==> src/rtl/slpt_pkg.sv <==
`default_nettype none

package slpt_pkg;

	// Field widths
	localparam int FUNC_W = 2;
	localparam int CALL_W = 8;
	localparam int DIST_W = 3;
	localparam int WORD_W = 8;

	// Schema layout: eight 3-bit window positions
	localparam int SLOTS  = 8;
	localparam int POS_W  = 3;

	// Configuration register widths
	localparam int WSIZE_W = 4;
	localparam int SCNT_W  = 4;
	localparam int SPOS_W  = SLOTS * POS_W;
	localparam int CIDX_W  = 2;

	// Configuration register indexes
	localparam logic [CIDX_W-1:0] CFG_WINDOW_SIZE      = 2'd0;
	localparam logic [CIDX_W-1:0] CFG_SCHEMA_COUNT     = 2'd1;
	localparam logic [CIDX_W-1:0] CFG_SCHEMA_POSITIONS = 2'd2;

	// Configuration reset values
	localparam logic [WSIZE_W-1:0] WINDOW_SIZE_RST      = 4'd8;
	localparam logic [SCNT_W-1:0]  SCHEMA_COUNT_RST     = 4'd8;
	localparam logic [SPOS_W-1:0]  SCHEMA_POSITIONS_RST = 24'd16434824;

	// Item kinds
	localparam logic [FUNC_W-1:0] FN_LEARN   = 2'd0;
	localparam logic [FUNC_W-1:0] FN_PRELOAD = 2'd1;
	localparam logic [FUNC_W-1:0] FN_QUERY   = 2'd2;

	typedef struct packed {
		logic [WSIZE_W-1:0] win_len;
		logic [SCNT_W-1:0]  schema_count;
		logic [SPOS_W-1:0]  schema_positions;
	} cfg_t;

	// Controller to datapath
	typedef struct packed {
		logic clr_step;  // write one zero word of the clearing pass
		logic accept;    // take the input item, slide the window on learn
		logic setup;     // evaluate the item, reset the pair counter
		logic issue;     // start one memory operation
		logic out_load;  // move the result into the output register
	} dp_cmd_t;

	// Datapath to controller
	typedef struct packed {
		logic clear_done;  // last word of the clearing pass is being written
		logic do_mem;      // item needs memory operations
		logic last_op;     // current operation is the last of the item
	} dp_sts_t;

endpackage

`default_nettype wire

==> src/rtl/slpt_ctrl.sv <==
`default_nettype none

module slpt_ctrl (
	input  logic              clk,
	input  logic              arst_n,
	input  logic              s_tvalid,
	output logic              s_tready,
	output logic              m_tvalid,
	input  logic              m_tready,
	input  slpt_pkg::dp_sts_t sts,
	output slpt_pkg::dp_cmd_t cmd
);
	import slpt_pkg::*;

	typedef enum logic [5:0] {
		ST_CLEAR  = 6'b000001,
		ST_IDLE   = 6'b000010,
		ST_SETUP  = 6'b000100,
		ST_PAIR   = 6'b001000,
		ST_DRAIN  = 6'b010000,
		ST_FINISH = 6'b100000
	} state_t;

	state_t state_q, state_d;
	logic   m_valid_q;
	logic   out_free;

	assign out_free = !m_valid_q || m_tready;
	assign m_tvalid = m_valid_q;

	always_comb begin
		state_d  = state_q;
		cmd      = '0;
		s_tready = 1'b0;
		case (state_q)
			ST_CLEAR: begin
				cmd.clr_step = 1'b1;
				if (sts.clear_done) begin
					state_d = ST_IDLE;
				end
			end
			ST_IDLE: begin
				s_tready = 1'b1;
				if (s_tvalid) begin
					cmd.accept = 1'b1;
					state_d    = ST_SETUP;
				end
			end
			ST_SETUP: begin
				cmd.setup = 1'b1;
				state_d   = sts.do_mem ? ST_PAIR : ST_FINISH;
			end
			ST_PAIR: begin
				cmd.issue = 1'b1;
				if (sts.last_op) begin
					state_d = ST_DRAIN;
				end
			end
			ST_DRAIN: begin
				state_d = ST_FINISH;
			end
			ST_FINISH: begin
				if (out_free) begin
					cmd.out_load = 1'b1;
					state_d      = ST_IDLE;
				end
			end
			default: begin
				state_d = ST_IDLE;
			end
		endcase
	end

	always_ff @(posedge clk or negedge arst_n) begin
		if (!arst_n) begin
			state_q   <= ST_CLEAR;
			m_valid_q <= 1'b0;
		end else begin
			state_q <= state_d;
			if (cmd.out_load) begin
				m_valid_q <= 1'b1;
			end else if (m_tready) begin
				m_valid_q <= 1'b0;
			end
		end
	end

endmodule

`default_nettype wire

==> config.mk <==
export PLATFORM = sky130hd
export DESIGN_NAME = slpt_ctrl
export DESIGN_NICKNAME = d
export VERILOG_FILES = /design/src/rtl/slpt_pkg.sv /design/src/rtl/slpt_ctrl.sv
export SDC_FILE = /design/constraint.sdc
export NUM_CORES = 1
export LEC_CHECK = 0
export BUFFER_PORTS_ARGS = -buffer_cell sky130_fd_sc_hd__buf_4
export CORE_AREA = 4 4 41 43
export CTS_CLUSTER_SIZE = 14
export DETAILED_ROUTE_END_ITERATION = 12
export DIE_AREA = 0 0 45 47
export HOLD_SLACK_MARGIN = 0.08
export REMOVE_ABC_BUFFERS = 1
export SYNTH_ARGS = -nofsm -noshare
export SYNTH_HDL_FRONTEND = slang
export SYNTH_SLANG_ARGS = --single-unit
==> constraint.sdc <==
create_clock -name clk -period 2.66 [get_ports clk]
set_clock_uncertainty 0.15 [all_clocks]
set_input_delay 0.532 -clock clk [delete_from_list [all_inputs] [get_ports clk]]
set_output_delay 0.532 -clock clk [all_outputs]
set_load 0.005 [all_outputs]
Word level (Yosys, flattened, before mapping):

Cells that the tools add are included.

* logic and storage cells: 32
* output and inout bits: 7
* input port bits: 7
* bits in registers: 7

* reduce and logical (&&, ||, !) cells: 4
* multiplexer cells: 16
* equal/unequal tests: 10

Operator list (number)
* $pmux W6 S6: 1
* $mux W6: 5
* $mux W1: 10
* $ne A2 B2 Y1 const B: 4
* $eq A6 B1 Y1 const B: 1
* $eq A6 B2 Y1 const B: 1
* $eq A6 B3 Y1 const B: 1
* $eq A6 B4 Y1 const B: 1
* $eq A6 B5 Y1 const B: 1
* $eq A6 B6 Y1 const B: 1
* $reduce_and A4 Y1: 1
* $reduce_bool A2 Y1: 1
* $logic_not A1 Y1: 1
* $logic_or A1 B1 Y1: 1

Longest topological paths before layout:

Gate-level depths: netlist of run 1.

* word-level depth: 5
* depth in mapped cells: 5
* depth with buffers taken out: 4

Least setup slack after synthesis of run 1:

Ideal clock, no wire load.

* path type: register to output
* start: reg state_q[2]
* end: out cmd[3] (netlist name)
* stages on the path, launching flop included: 5
* path buffers: 1
* path slack: 600 ps
* required time: 1978 ps
* data arrival time: 1378 ps
* cells stage by stage: dfrtp_1 -> buf_6 -> or4_4 -> nor3b_4 -> and2_2

RTL lines
* start, declared: RTL line slpt_ctrl.sv:24 `state_t state_q, state_d;`
* start signal, assigned: RTL line slpt_ctrl.sv:79 `state_q <= state_d;`
* end, declared: RTL line slpt_ctrl.sv:11 `output slpt_pkg::dp_cmd_t cmd`

==> impl_summary.md, run 1 <==
Timing
At the pin with the least slew margin, the transition time is 252 ps. The number of failing hold endpoints at the final stage was 0. The final setup TNS is 0 ps. Derived from the worst setup path, the maximum achievable clock frequency is 406 MHz. The post-layout worst setup margin is 199 ps. Subtracting the final worst setup slack from the clock period gives 2460 ps. The number of failing setup endpoints in the final timing report is 0. The count of final max-slew check failures is 0. The worst pin sits at a relative slew slack of 83.0%. Setup repair after global routing left no endpoint under its margin. After layout, the worst path uses 92.5% of the clock period.

Critical path
The buffering stage count on the worst path with inverters included is 1. The startpoint-to-endpoint class of the critical path is register to primary output. STA puts the critical path data required time at 1980 ps.

Traced cell by cell, the critical path runs through or4_4 > nor3b_4 > and2_2 > buf_4. Of all nets on the critical path, the largest fanout is 9. The largest single stage delay on the critical path is 570 ps. For this design, the slowest cell found on the critical path is sky130_fd_sc_hd__or4_4. STA classifies the critical path endpoint as a primary output.

STA classifies the critical path startpoint as a register. At the worst endpoint, the arrival time is 1780 ps. The cell family contributing the most delay on the critical path is simple AND/OR/NAND/NOR gates.

Yosys
After synthesis the netlist holds a flip-flop and latch count of 7. Counting every instance in the synthesized netlist gives 46. Averaged over all synthesized cells, the footprint is 9.28 um2. The post-synthesis instance area is 427 um2. After synthesis, the largest family of logic cells by area is simple AND/OR/NAND/NOR gates. Of the total synthesized cell area, the portion taken by XOR and XNOR cells is 2.05%.

Of the total synthesized cell area, the portion taken by AND, OR, NAND and NOR gates is 38.4%. The number of different library cells used by synthesis comes to 27. For this run, the number of Yosys warnings is 0. The share of cell area taken by muxes after synthesis is 0%.

Summing the areas of all compound-gate instances in the mapped netlist gives 13.8% of the synthesized area. The portion of the post-synthesis area used by sequential elements is 41.3%. The synthesized netlist devotes 0% of its cell area to adder and majority cells.

Final layout
The layout net count is 71. Of the cells placed in the final design, the portion with a size suffix greater than 1 is 34.9%. The number of filler instances in the final layout is 139. 0 antenna diodes ended up in the layout.

Relative to the synthesized area, the layout overhead comes to 33.1%.

Pwr
The total power is 0.470 mW. The leakage power figure is 0.268 nW. The power density over the cells is 827 nW/um2. IR analysis of the VDD net gives a maximum drop of 424 uV.

Die
The height of the die is 47 um. The top-level I/O count is 14. After floorplanning, the core was divided into 13 placement rows. The die outline area is 2120 um2. From left edge to right edge, the die measures 45 um.

The starting utilization of the core area is 32.8%. The core region is 1300 um2.

Global routing
The met2 usage is 15.0%. The final global-route overflow total is 0. The number of antenna violations at the first check in global routing came to 0.

Global routing consumed, on the met3 layer, 2.30% of the routing resources. Entering global routing, the biggest net connects 11 pins. The first global-routing pass estimated 1.49 mm of wire. The via count of the first global-routing pass came to 369.

In this run the most used layer during global routing was met2. For this run, the total global-route usage over all layers was measured as 10.6%. For met1 alone, demand over resource in global routing was 12.3%.

Clock tree
The clock tree from TritonCTS is yes. The clock root buffer is sky130_fd_sc_hd__clkbuf_4. The number of setup buffers added after CTS is 0. After clock tree synthesis, the repair step resized 0 gates.

After clock tree synthesis, the clock-pin slew on the worst setup and hold paths is 50 ps. The number of clock buffers added by TritonCTS is 3. The insertion delay of the later-clocked pin in the worst-skew pair is 250 ps. The number of buffers on the longest clock path is 2. In this run the number of H-tree levels came out at 1. The clock sink count is 7.

Run
Across the run, the number of max-cap violations was 0.

Placement
The congestion estimate from routability-driven global placement came to 0.728. The placed wire-length estimate after detailed placement is 668 um. In this run the tool buffered the top-level ports with 13 buffer cells.

Before CTS, the worst setup slack after placement is 487 ps.

Routing
The first detailed-routing pass ran for 3 iterations. For this block, the initial DRC count from the detailed router was 3. The average detailed-routed wire length per instance is 11.9 um. Dividing the detail-routed via count by the number of cells gives 4.94. Wires add up to 925 um.

The via count is 385. The number of nets still failing antenna checks after routing is 0. The DRC violation count after routing is 0.

Worst hold path
The min-delay analysis places its worst path in the category primary input to register.

Outcome
The run finished with clean final reports.
==> logic make-up after synthesis <==
| group | after synthesis |
|---|---|
| flip-flops | 7 |
| XOR/XNOR | 1 |
| AO/OA/AOI/OAI | 9 |
| AND/OR/NAND/NOR | 26 |
| buffers and inverters | 3 |
==> per-stage QoR <==
step                      instances  hold slack, ps  utilization (%)  instance area, um2
after floorplan                  45            86.4                -                 415
after global placement           73             202             40.9                 532
after detailed placement         73             202             40.9                 532
after CTS                        78             256             43.7                 568
after global routing             78             260             43.7                 568
final                            78             262             43.7                 568
==> Yosys cell counts <==
library cell	count	share of area (%)
sky130_fd_sc_hd__and2_2	2	3.5
sky130_fd_sc_hd__nor3b_1	1	1.8
sky130_fd_sc_hd__or3_1	1	1.5
sky130_fd_sc_hd__buf_6	1	2.6
sky130_fd_sc_hd__o22ai_1	1	1.5
sky130_fd_sc_hd__nand2b_1	3	4.4
sky130_fd_sc_hd__and2_1	1	1.5
sky130_fd_sc_hd__a31oi_1	1	1.5
sky130_fd_sc_hd__nor3b_4	1	4.4
sky130_fd_sc_hd__o21bai_1	2	3.5
sky130_fd_sc_hd__nor2b_1	1	1.5
sky130_fd_sc_hd__a21oi_1	1	1.2
sky130_fd_sc_hd__nand2_1	1	0.88
sky130_fd_sc_hd__or4_1	1	1.8
sky130_fd_sc_hd__and2b_1	1	1.8
sky130_fd_sc_hd__a211oi_1	1	1.8
sky130_fd_sc_hd__or4_4	1	2.6
sky130_fd_sc_hd__nor4b_1	1	2.1
sky130_fd_sc_hd__xor2_1	1	2.1
sky130_fd_sc_hd__inv_1	2	1.8
sky130_fd_sc_hd__dfrtp_1	6	35
sky130_fd_sc_hd__nor2_1	7	6.2
sky130_fd_sc_hd__nor3_1	2	2.3
sky130_fd_sc_hd__a21oi_2	1	2.1
sky130_fd_sc_hd__dfstp_2	1	6.2
sky130_fd_sc_hd__nand3_1	2	2.3
sky130_fd_sc_hd__o21ai_0	2	2.3
==> sequential cells by signal, summed over array words and instances, names as in the netlist <==
signal    cells
m_tvalid      1
state_q       6
==> area by class of cell <==
| cell class | count | area (um2) | area share, % |
|---|---|---|---|
| Inverter | 2 | 7.51 | 1.32 |
| Multi-Input combinational cell | 36 | 231 | 40.7 |
| Timing Repair Buffer | 14 | 108 | 18.9 |
| Tap cell | 15 | 18.8 | 3.30 |
| Clock buffer | 4 | 26.3 | 4.63 |
| Sequential cell | 7 | 176 | 31.1 |
==> final timing paths <==
| check | from | cells after the start | end | slack (ps) |
|---|---|---|---|---|
| max reg2reg | state_q[4]$_DFFE_PN0P_ | 4 | state_q[1]$_DFFE_PN0P_ | 900 |
| min | sts[2] | 2 | state_q[0]$_DFFE_PN1P_ | 260 |
| min in group asynchronous | arst_n | 2 | state_q[3]$_DFFE_PN0P_ | 480 |
| max | state_q[4]$_DFFE_PN0P_ | 4 | cmd[3] | 200 |
| min reg2reg | state_q[0]$_DFFE_PN1P_ | 2 | state_q[0]$_DFFE_PN1P_ | 420 |
| max in group asynchronous | arst_n | 2 | state_q[0]$_DFFE_PN1P_ | 1680 |
==> power breakdown <==
group          internal [mW]  leakage [nW]  total (mW)  switching (mW)
Sequential             0.127        0.0898       0.164          0.0370
Combinational          0.125         0.163       0.207          0.0822
Clock                 0.0574        0.0150      0.0982          0.0408
Total                  0.309         0.268       0.470           0.160
==> cell usage in the layout, fill, tap and decap left out, types with 2 or more instances in the layout <==
cell type / netlist / layout
sky130_fd_sc_hd__nor2_1: 7 / 7
sky130_fd_sc_hd__nand2b_1: 3 / 3
sky130_fd_sc_hd__nand3_1: 2 / 2
sky130_fd_sc_hd__dfrtp_1: 6 / 6
sky130_fd_sc_hd__buf_4: 0 / 13
sky130_fd_sc_hd__and2_2: 2 / 2
sky130_fd_sc_hd__nor3_1: 2 / 2
sky130_fd_sc_hd__o21bai_1: 2 / 2
sky130_fd_sc_hd__inv_1: 2 / 2
sky130_fd_sc_hd__o21ai_0: 2 / 2
sky130_fd_sc_hd__clkbuf_4: 0 / 3
==> timing repair <==
item | in CTS | in global routing
hold buffers | 1 | 0
endpoints found under the setup margin | 0 | 0
hold endpoints to repair | 6 | 0
==> routing by layer <==
metal  wire length, um  part of all wire (%)  up-vias
met5                 0                     0        -
met4                50                   5.4        0
met3                49                   5.3        4
met2               390                    42       13
met1               435                    47      172
li1                  -                     -      196
Note: power is estimated with default switching activity, not from simulation.
==> run 2: changes to the inputs <==
Settings changed: PLACE_DENSITY set to 0.59.
==> run 2 against run 1 <==
Against the previous run:
- sequential power hardly changed
- global-route usage is 0.18 points lower
- die area did not move
- register-to-register slack about the same
- final area stayed put
- routed wire length is 1.6% higher
- sequential share of layout area unchanged
- cell count stayed put
- setup slack better by 3.1 ps
- via count grew 1.6%
- combinational power barely moved
- highest routed layer unchanged
==> impl_summary.md, run 2 (synthesized netlist as in run 1, its figures left out) <==
Timing
The final setup TNS is 0 ps (unchanged). Unrepaired setup endpoints after global routing: false (unchanged). The worst hold slack after final layout is 260 ps (was 262 ps). The number of failing hold endpoints at the final stage was 0 (unchanged).

The portion of the clock cycle consumed by the worst path in the final layout is 92.4% (was 92.5%). The transition time at the pin with the least slew margin came to 279 ps (was 252 ps). The peak clock frequency supported by timing is 407 MHz (was 406 MHz). The minimum clock period after layout is 2460 ps (about the same). The count of final max-slew check failures is 0 (unchanged). The worst-case headroom to the max-slew limit is 81.3% (was 83.0%). The number of failing setup endpoints in the final timing report is 0 (unchanged).

Pwr
The net switching power figure came to 0.159 mW (was 0.160 mW). The share of total power consumed by net switching is 34.0% (was 34.1%). The internal power was 0.309 mW (about the same). The worst-case vdd ir drop is 433 uV (was 424 uV). The leakage power figure is 0.268 nW (unchanged).

The relative contribution of combinational cells to total power came to 44.2% (was 44.1%). The part of the total power dissipated in sequential elements came to 35.1% (was 35.0%). The power density over the cells is 825 nW/um2 (was 827 nW/um2). The clock network fraction of design power was 20.7% (was 20.9%).

Outcome
Status: finished, final reports clean (unchanged).

Final layout
The area taken by multi-input logic gates is 231 um2 (unchanged). The most common cell after layout, fill and taps aside was sky130_fd_sc_hd__buf_4 (unchanged). Leading cell types in the layout, fill and taps excluded: sky130_fd_sc_hd__buf_4, sky130_fd_sc_hd__nor2_1, sky130_fd_sc_hd__dfrtp_1 (unchanged). The growth of design area from synthesis to finish was 33.1% (unchanged). The layout net count is 71 (unchanged). The number of flip-flops in the largest register came to 6 (unchanged). The register area is 176 um2 (unchanged).

The top register by number of flip-flops is state_q (unchanged). The share of cells above drive strength 1 came to 34.9% (unchanged). The count of antenna diodes in the layout was 0 (unchanged). The number of filler instances in the final layout is 139 (unchanged).

Routing
The overall routed net length is 940 um (was 925 um). The number of nets still failing antenna checks after routing came to 0 (unchanged). The average detailed-routed wire length per instance is 12.1 um (was 11.9 um).

The DRC violation count after routing is 0 (unchanged). The via count came to 391 (was 385). The first-pass detailed-route iteration total is 4 (was 3).

The initial DRC count is 4 (was 3). The via count normalized by instance count came to 5.01 (was 4.94).

Clock tree
The clock tree from TritonCTS is yes (unchanged). The number of resized instances in the post-cts repair step is 0 (unchanged). The number of post-CTS setup repair buffers is 0 (unchanged). The clock sink count came to 7 (unchanged). The number of buffers on the longest clock path came to 2 (unchanged). The H-tree depth reported by CTS is 1 (unchanged).

The clock-pin slew reported for the worst setup and hold paths after clock tree synthesis is 60 ps (was 50 ps). The TritonCTS buffer count was 3 (unchanged). The insertion delay of the later-clocked pin in the worst-skew pair came to 250 ps (about the same). The clock root buffer is sky130_fd_sc_hd__clkbuf_4 (unchanged).

Placement
The final weighted congestion of routability-driven global placement is 0.719 (was 0.728). The placed wire-length estimate after detailed placement is 704 um (was 668 um). The total of buffers placed on input and output ports is 13 (unchanged).

Die
The height of the die is 47 um (unchanged). The top-level I/O count was 14 (unchanged). The number of core rows is 13 (unchanged). The die outline area came to 2120 um2 (unchanged).

The area of the placeable core is 1300 um2 (unchanged). The die extent in x is 45 um (unchanged). The starting utilization of the core area is 32.8% (unchanged).

Critical path
The endpoint kind of the worst setup timing path is a primary output (unchanged). The startpoint-to-endpoint class of the critical path is register to primary output (unchanged). The critical path required time was 1980 ps (about the same). The data arrival time of the worst path came to 1780 ps (about the same). The maximum fanout count along the critical path was 7 (was 9). The type of origin of the critical path is a register (unchanged).

Global routing
The final global-route overflow total is 0 (unchanged). The maximum number of pins on one net before global-route repair is 11 (unchanged). The all-layer global routing usage is 10.4% (was 10.6%). The via count of the first global-routing pass came to 367 (was 369).

The number of antenna violations at the first check in global routing is 0 (unchanged). The first-pass GRT wire length was 1.48 mm (was 1.49 mm).

Run
The number of maximum-capacitance constraint violations is 0 (unchanged).

Worst hold path
The class of the worst hold path is primary input to register (unchanged).
==> run 2: cell counts in the layout (fill, tap and decap cells not counted) <==
No cell type changed its count.
==> run 2: what timing repair did <==
action | in CTS | in global routing
endpoints found under the setup margin | 0 | 0
endpoints found under the hold margin | 6 | 0
hold buffers | 1 | 0
==> run 2: routing by layer <==
layer  vias up  track usage, %  part of all wire (%)
met5         -               0                     0
met4         0            10.5                   2.6
met2        12            15.3                    44
met3         2            2.30                   5.4
met1       179            12.2                    48
li1        198               -                     -
==> run 2: power groups by stage <==
stage	combinational (mW)	clock [mW]	sequential, mW
after global placement	0.207	0	0.165
after floorplan	0.148	0	0.156
after global routing	0.230	0.109	0.169
after CTS	0.211	0.105	0.163
final	0.207	0.0972	0.164
after detailed placement	0.208	0	0.165
==> run 2: cell type report <==
cell class              instances  area share (%)
multi-input cells              36            40.7
flip-flops and latches          7            31.1
repair buffers                 14            18.9
clock buffers                   4            4.63
well taps                      15            3.30
inverters                       2            1.32
==> run 2: critical path, stage by stage, from the launching register on <==
cell and delay (ps):
sky130_fd_sc_hd__dfrtp_1 440, sky130_fd_sc_hd__or4_4 590, sky130_fd_sc_hd__nor3b_4 230, sky130_fd_sc_hd__and2_2 170
sky130_fd_sc_hd__buf_4 100
==> run 2: worst paths after layout <==
path | from | to | slack [ps] | cells after the start
setup / recovery | state_q[5]$_DFFE_PN0P_ | cmd[3] | 200 | 4
hold / removal | sts[2] | state_q[0]$_DFFE_PN1P_ | 260 | 2
setup reg to reg | state_q[5]$_DFFE_PN0P_ | state_q[1]$_DFFE_PN0P_ | 910 | 4
hold reg to reg | state_q[0]$_DFFE_PN1P_ | state_q[0]$_DFFE_PN1P_ | 410 | 2
max in group asynchronous | arst_n | state_q[0]$_DFFE_PN1P_ | 1660 | 2
min in group asynchronous | arst_n | state_q[3]$_DFFE_PN0P_ | 490 | 2
==> run 2: per-stage QoR <==
step / setup slack [ps] / cell area, um2 / std cells / power, mW / utilization, %
after floorplan: 609 / 415 / 45 / 0.303 / -
after global placement: 472 / 532 / 73 / 0.372 / 40.9
after detailed placement: 471 / 532 / 73 / 0.373 / 40.9
after CTS: 179 / 568 / 78 / 0.480 / 43.7
after global routing: 111 / 568 / 78 / 0.509 / 43.7
final: 202 / 568 / 78 / 0.469 / 43.7
==> run 3: changes to the inputs <==
--- a/config.mk
+++ b/config.mk
@@ -7,2 +7,3 @@
 export LEC_CHECK = 0
+export ABC_AREA = 1
 export BUFFER_PORTS_ARGS = -buffer_cell sky130_fd_sc_hd__buf_4
@@ -13,3 +14,3 @@
 export HOLD_SLACK_MARGIN = 0.08
-export PLACE_DENSITY = 0.59
+export PLACE_DENSITY = 0.57
 export REMOVE_ABC_BUFFERS = 1
==> constraint.sdc (replaced) <==
create_clock -name clk -period 2.66 [get_ports clk]
set_clock_uncertainty 0.15 [all_clocks]
set_input_delay 0.133 -clock clk [delete_from_list [all_inputs] [get_ports clk]]
set_output_delay 0.133 -clock clk [all_outputs]
set_load 0.005 [all_outputs]
==> run 3 against run 2 <==
Against the previous run:
- via count is 7.4% higher
- sequential share of layout area is 2.3 points lower
- non-clock buffer count is 6 higher
- core utilization grew 3.5 points
- first-iteration DRC count increased by 100%
- count of clock-buffer cells in the layout is the same
- global-route usage increased by 0.96 points
- sequential cell count did not move
- register-to-register slack got worse by 30 ps
- critical endpoint is now state_q[3]$_DFFE_PN0P_
- highest routed layer unchanged
==> impl_summary.md, run 3 <==
Die
The height of the die is 47 um (unchanged). The starting utilization of the core area is 30.8% (was 32.8%). The die outline area was 2120 um2 (unchanged).

The number of core rows is 13 (unchanged). The die extent in x is 45 um (unchanged). The top-level I/O count is 14 (unchanged). The area of the placeable core came to 1300 um2 (unchanged).

Yosys
The area share of the largest cell type after synthesis was 37.5% (was 35.2%). The fraction of registers with async set or reset after synthesis came to 100% (unchanged). The synthesized instance count came to 53 (was 46). The synthesized area divided by synthesized cell count is 7.55 um2 (was 9.28 um2). Cell types with the largest area share after synthesis: sky130_fd_sc_hd__dfrtp_1, sky130_fd_sc_hd__inv_1, sky130_fd_sc_hd__nand4_1, sky130_fd_sc_hd__nand2_1, sky130_fd_sc_hd__dfstp_2 (was sky130_fd_sc_hd__dfrtp_1, sky130_fd_sc_hd__dfstp_2, sky130_fd_sc_hd__nor2_1, sky130_fd_sc_hd__nand2b_1, sky130_fd_sc_hd__nor3b_4).

Most numerous cell types in the synthesized netlist: sky130_fd_sc_hd__inv_1, sky130_fd_sc_hd__nand2_1, sky130_fd_sc_hd__nor2_1, sky130_fd_sc_hd__dfrtp_1, sky130_fd_sc_hd__nand4_1 (was sky130_fd_sc_hd__nor2_1, sky130_fd_sc_hd__dfrtp_1, sky130_fd_sc_hd__nand2b_1). The portion of the post-synthesis area used by sequential elements came to 44.1% (was 41.3%). The most instantiated library cell after synthesis is sky130_fd_sc_hd__inv_1 (was sky130_fd_sc_hd__nor2_1). The number of enable flip-flop cells after synthesis was 0 (unchanged). The post-synthesis instance area is 400 um2 (was 427 um2). The main flop type after synthesis is sky130_fd_sc_hd__dfrtp_1 (unchanged). The count of different cell masters after synthesis is 13 (was 27).

The synthesis warning total was 0 (unchanged). The largest area contributor in the synthesized netlist is sky130_fd_sc_hd__dfrtp_1 (unchanged). The number of register bits inferred by synthesis is 7 (unchanged).

Outcome
Status: finished, final reports clean (unchanged).

Timing
The number of failing setup endpoints in the final timing report is 0 (unchanged). The worst-case headroom to the max-slew limit is 79.7% (was 81.3%). The count of final max-slew check failures came to 0 (unchanged). The minimum clock period after layout is 1780 ps (was 2460 ps). The final setup TNS is 0 ps (unchanged). The transition time at the pin with the least slew margin is 303 ps (was 279 ps).

The peak clock frequency supported by timing was 562 MHz (was 407 MHz). The number of failing hold endpoints at the final stage is 0 (unchanged). Unrepaired setup endpoints after global routing: false (unchanged).

The portion of the clock cycle consumed by the worst path in the final layout was 66.9% (was 92.4%).

Routing
The initial DRC count was 8 (was 4). The via count normalized by instance count is 4.57 (was 5.01). The first-pass detailed-route iteration total came to 4 (unchanged). The overall routed net length is 955 um (was 940 um). The DRC violation count after routing is 0 (unchanged). The via count is 420 (was 391). The average detailed-routed wire length per instance is 10.4 um (was 12.1 um). The number of nets still failing antenna checks after routing is 0 (unchanged).

Critical path
The endpoint kind of the worst setup timing path is a register (was primary output). The startpoint-to-endpoint class of the critical path is register to register (was register to primary output). Critical-path cell list: nor2_2 > nand4_1 > inv_1 > nand2_1 > nand2_1 > dlygate4sd3_1 (was or4_4 > nor3b_4 > and2_2 > buf_4). The type of origin of the critical path is a register (unchanged).

The critical path required time is 2710 ps (was 1980 ps). The maximum cell stage delay along the critical path is 540 ps (was 590 ps). The cell that appears most often on the critical path is sky130_fd_sc_hd__nand2_1. The data arrival time of the worst path is 1820 ps (was 1780 ps). The slowest stage cell on the critical path was sky130_fd_sc_hd__dlygate4sd3_1 (was sky130_fd_sc_hd__or4_4). The maximum fanout count along the critical path is 6 (was 7).

Final layout
The top register by number of flip-flops is state_q (unchanged). The layout net count came to 85 (was 71). The growth of design area from synthesis to finish is 53.1% (was 33.1%). Leading cell types in the layout, fill and taps excluded: sky130_fd_sc_hd__buf_4, sky130_fd_sc_hd__inv_1, sky130_fd_sc_hd__nand2_1 (was sky130_fd_sc_hd__buf_4, sky130_fd_sc_hd__nor2_1, sky130_fd_sc_hd__dfrtp_1). The most common cell after layout, fill and taps aside is sky130_fd_sc_hd__buf_4 (unchanged). The count of antenna diodes in the layout was 0 (unchanged).

The number of flip-flops in the largest register was 6 (unchanged). The utilization after layout was 47.1% (was 43.7%). The share of cells above drive strength 1 is 28.6% (was 34.9%).

Pwr
The internal power was 0.294 mW (was 0.309 mW). The clock network fraction of design power came to 20.5% (was 20.7%). The power density over the cells is 797 nW/um2 (was 825 nW/um2). The net switching power figure came to 0.195 mW (was 0.159 mW). The leakage power figure was 0.356 nW (was 0.268 nW). The part of the total power dissipated in sequential elements was 32.6% (was 35.1%). The worst-case vdd ir drop is 369 uV (was 433 uV). The relative contribution of combinational cells to total power is 46.9% (was 44.2%).

The share of total power consumed by net switching is 39.9% (was 34.0%).

Run
The number of maximum-capacitance constraint violations is 0 (unchanged).

Global routing
The met3 demand-to-capacity share in global routing is 1.15% (was 2.30%). The layer with the highest usage after global routing is met2 (unchanged). The all-layer global routing usage is 11.4% (was 10.4%).

The first-pass GRT wire length is 1.65 mm (was 1.48 mm). The number of antenna violations at the first check in global routing is 0 (unchanged). The met2 usage is 15.5% (was 15.3%). The via count of the first global-routing pass is 400 (was 367). The met1 demand-to-capacity share in global routing is 14.8% (was 12.2%). The final global-route overflow total came to 0 (unchanged). The maximum number of pins on one net before global-route repair was 8 (was 11).

Clock tree
The clock-pin slew reported for the worst setup and hold paths after clock tree synthesis is 60 ps (about the same). The clock tree from TritonCTS is yes (unchanged). The clock root buffer is sky130_fd_sc_hd__clkbuf_4 (unchanged). The H-tree depth reported by CTS is 1 (unchanged). The number of resized instances in the post-cts repair step is 0 (unchanged).

The number of buffers on the longest clock path is 2 (unchanged). The insertion delay of the later-clocked pin in the worst-skew pair is 260 ps (was 250 ps). The TritonCTS buffer count is 3 (unchanged). The clock sink count is 7 (unchanged).

Placement
The final weighted congestion of routability-driven global placement is 0.834 (was 0.719). The total of buffers placed on input and output ports is 13 (unchanged). The placed wire-length estimate after detailed placement is 694 um (was 704 um).

Worst hold path
The class of the worst hold path is primary input to asynchronous set/reset pin (was primary input to register).
[run 3: worst paths after layout]
path                                              from                     end  slack [ps]  cells after the start
worst max-delay path            state_q[1]$_DFFE_PN0P_  state_q[3]$_DFFE_PN0P_         880                      6
min in group clk                                sts[0]  state_q[2]$_DFFE_PN0P_         230                      5
worst min register to register    m_tvalid$_DFFE_PN0P_    m_tvalid$_DFFE_PN0P_         400                      2
worst max register to register  state_q[1]$_DFFE_PN0P_  state_q[3]$_DFFE_PN0P_         880                      6
worst min-delay path                            arst_n  state_q[0]$_DFFE_PN1P_         210                      2
max in group asynchronous                       arst_n  state_q[1]$_DFFE_PN0P_        1430                      3
[run 3: power groups by stage]
stage	clock [mW]	sequential [mW]	combinational (mW)
2_1_floorplan	0	0.158	0.139
3_3_place_gp	0	0.160	0.219
3_5_place_dp	0	0.161	0.217
4_1_cts	0.105	0.160	0.231
5_1_grt	0.113	0.163	0.257
6_report	0.100	0.159	0.229
[run 3: metrics by stage]
step	area, um2	hold slack, ps	total power [mW]	std cells	worst slack [ps]
after global routing	613	207	0.534	92	788
after floorplan	400	-313	0.298	53	1420
final	613	214	0.489	92	882
after global placement	517	-198	0.379	81	1280
after detailed placement	517	-198	0.378	81	1320
after CTS	613	208	0.496	92	893
[run 3: critical path, delay by kind of cell, from the launching register on]
family | cells | cell delay, ps
flip-flops | 1 | 400
buffers and inverters | 2 | 650
AND/OR/NAND/NOR | 4 | 520
[run 3: logic make-up (layout without fill, tap and decap cells)]
kind of cell | after synthesis | after routing | share of synthesized area, %
AO/OA/AOI/OAI | 2 | 2 | 3.12
buffers and inverters | 12 | 36 | 11.2
flip-flops | 7 | 7 | 44.1
AND/OR/NAND/NOR | 32 | 32 | 41.6
[run 3: cell type report]
cell class	count	area, um2
inverter	12	45.0
timing repair buffer	20	168
clock buffer	4	26.3
sequential	7	176
multi-input combinational	34	179
fill	130	688
tap	15	18.8
[run 3: timing repair]
item / in CTS / in global routing
hold buffers: 7 / 0
setup buffers: 0 / 0
hold endpoints to repair: 12 / 0
[run 3: layer usage]
metal / wire length, um / part of all wire, %
met5: 0 / 0
met3: 64 / 6.7
met2: 417 / 44
met1: 441 / 46
met4: 32 / 3.4
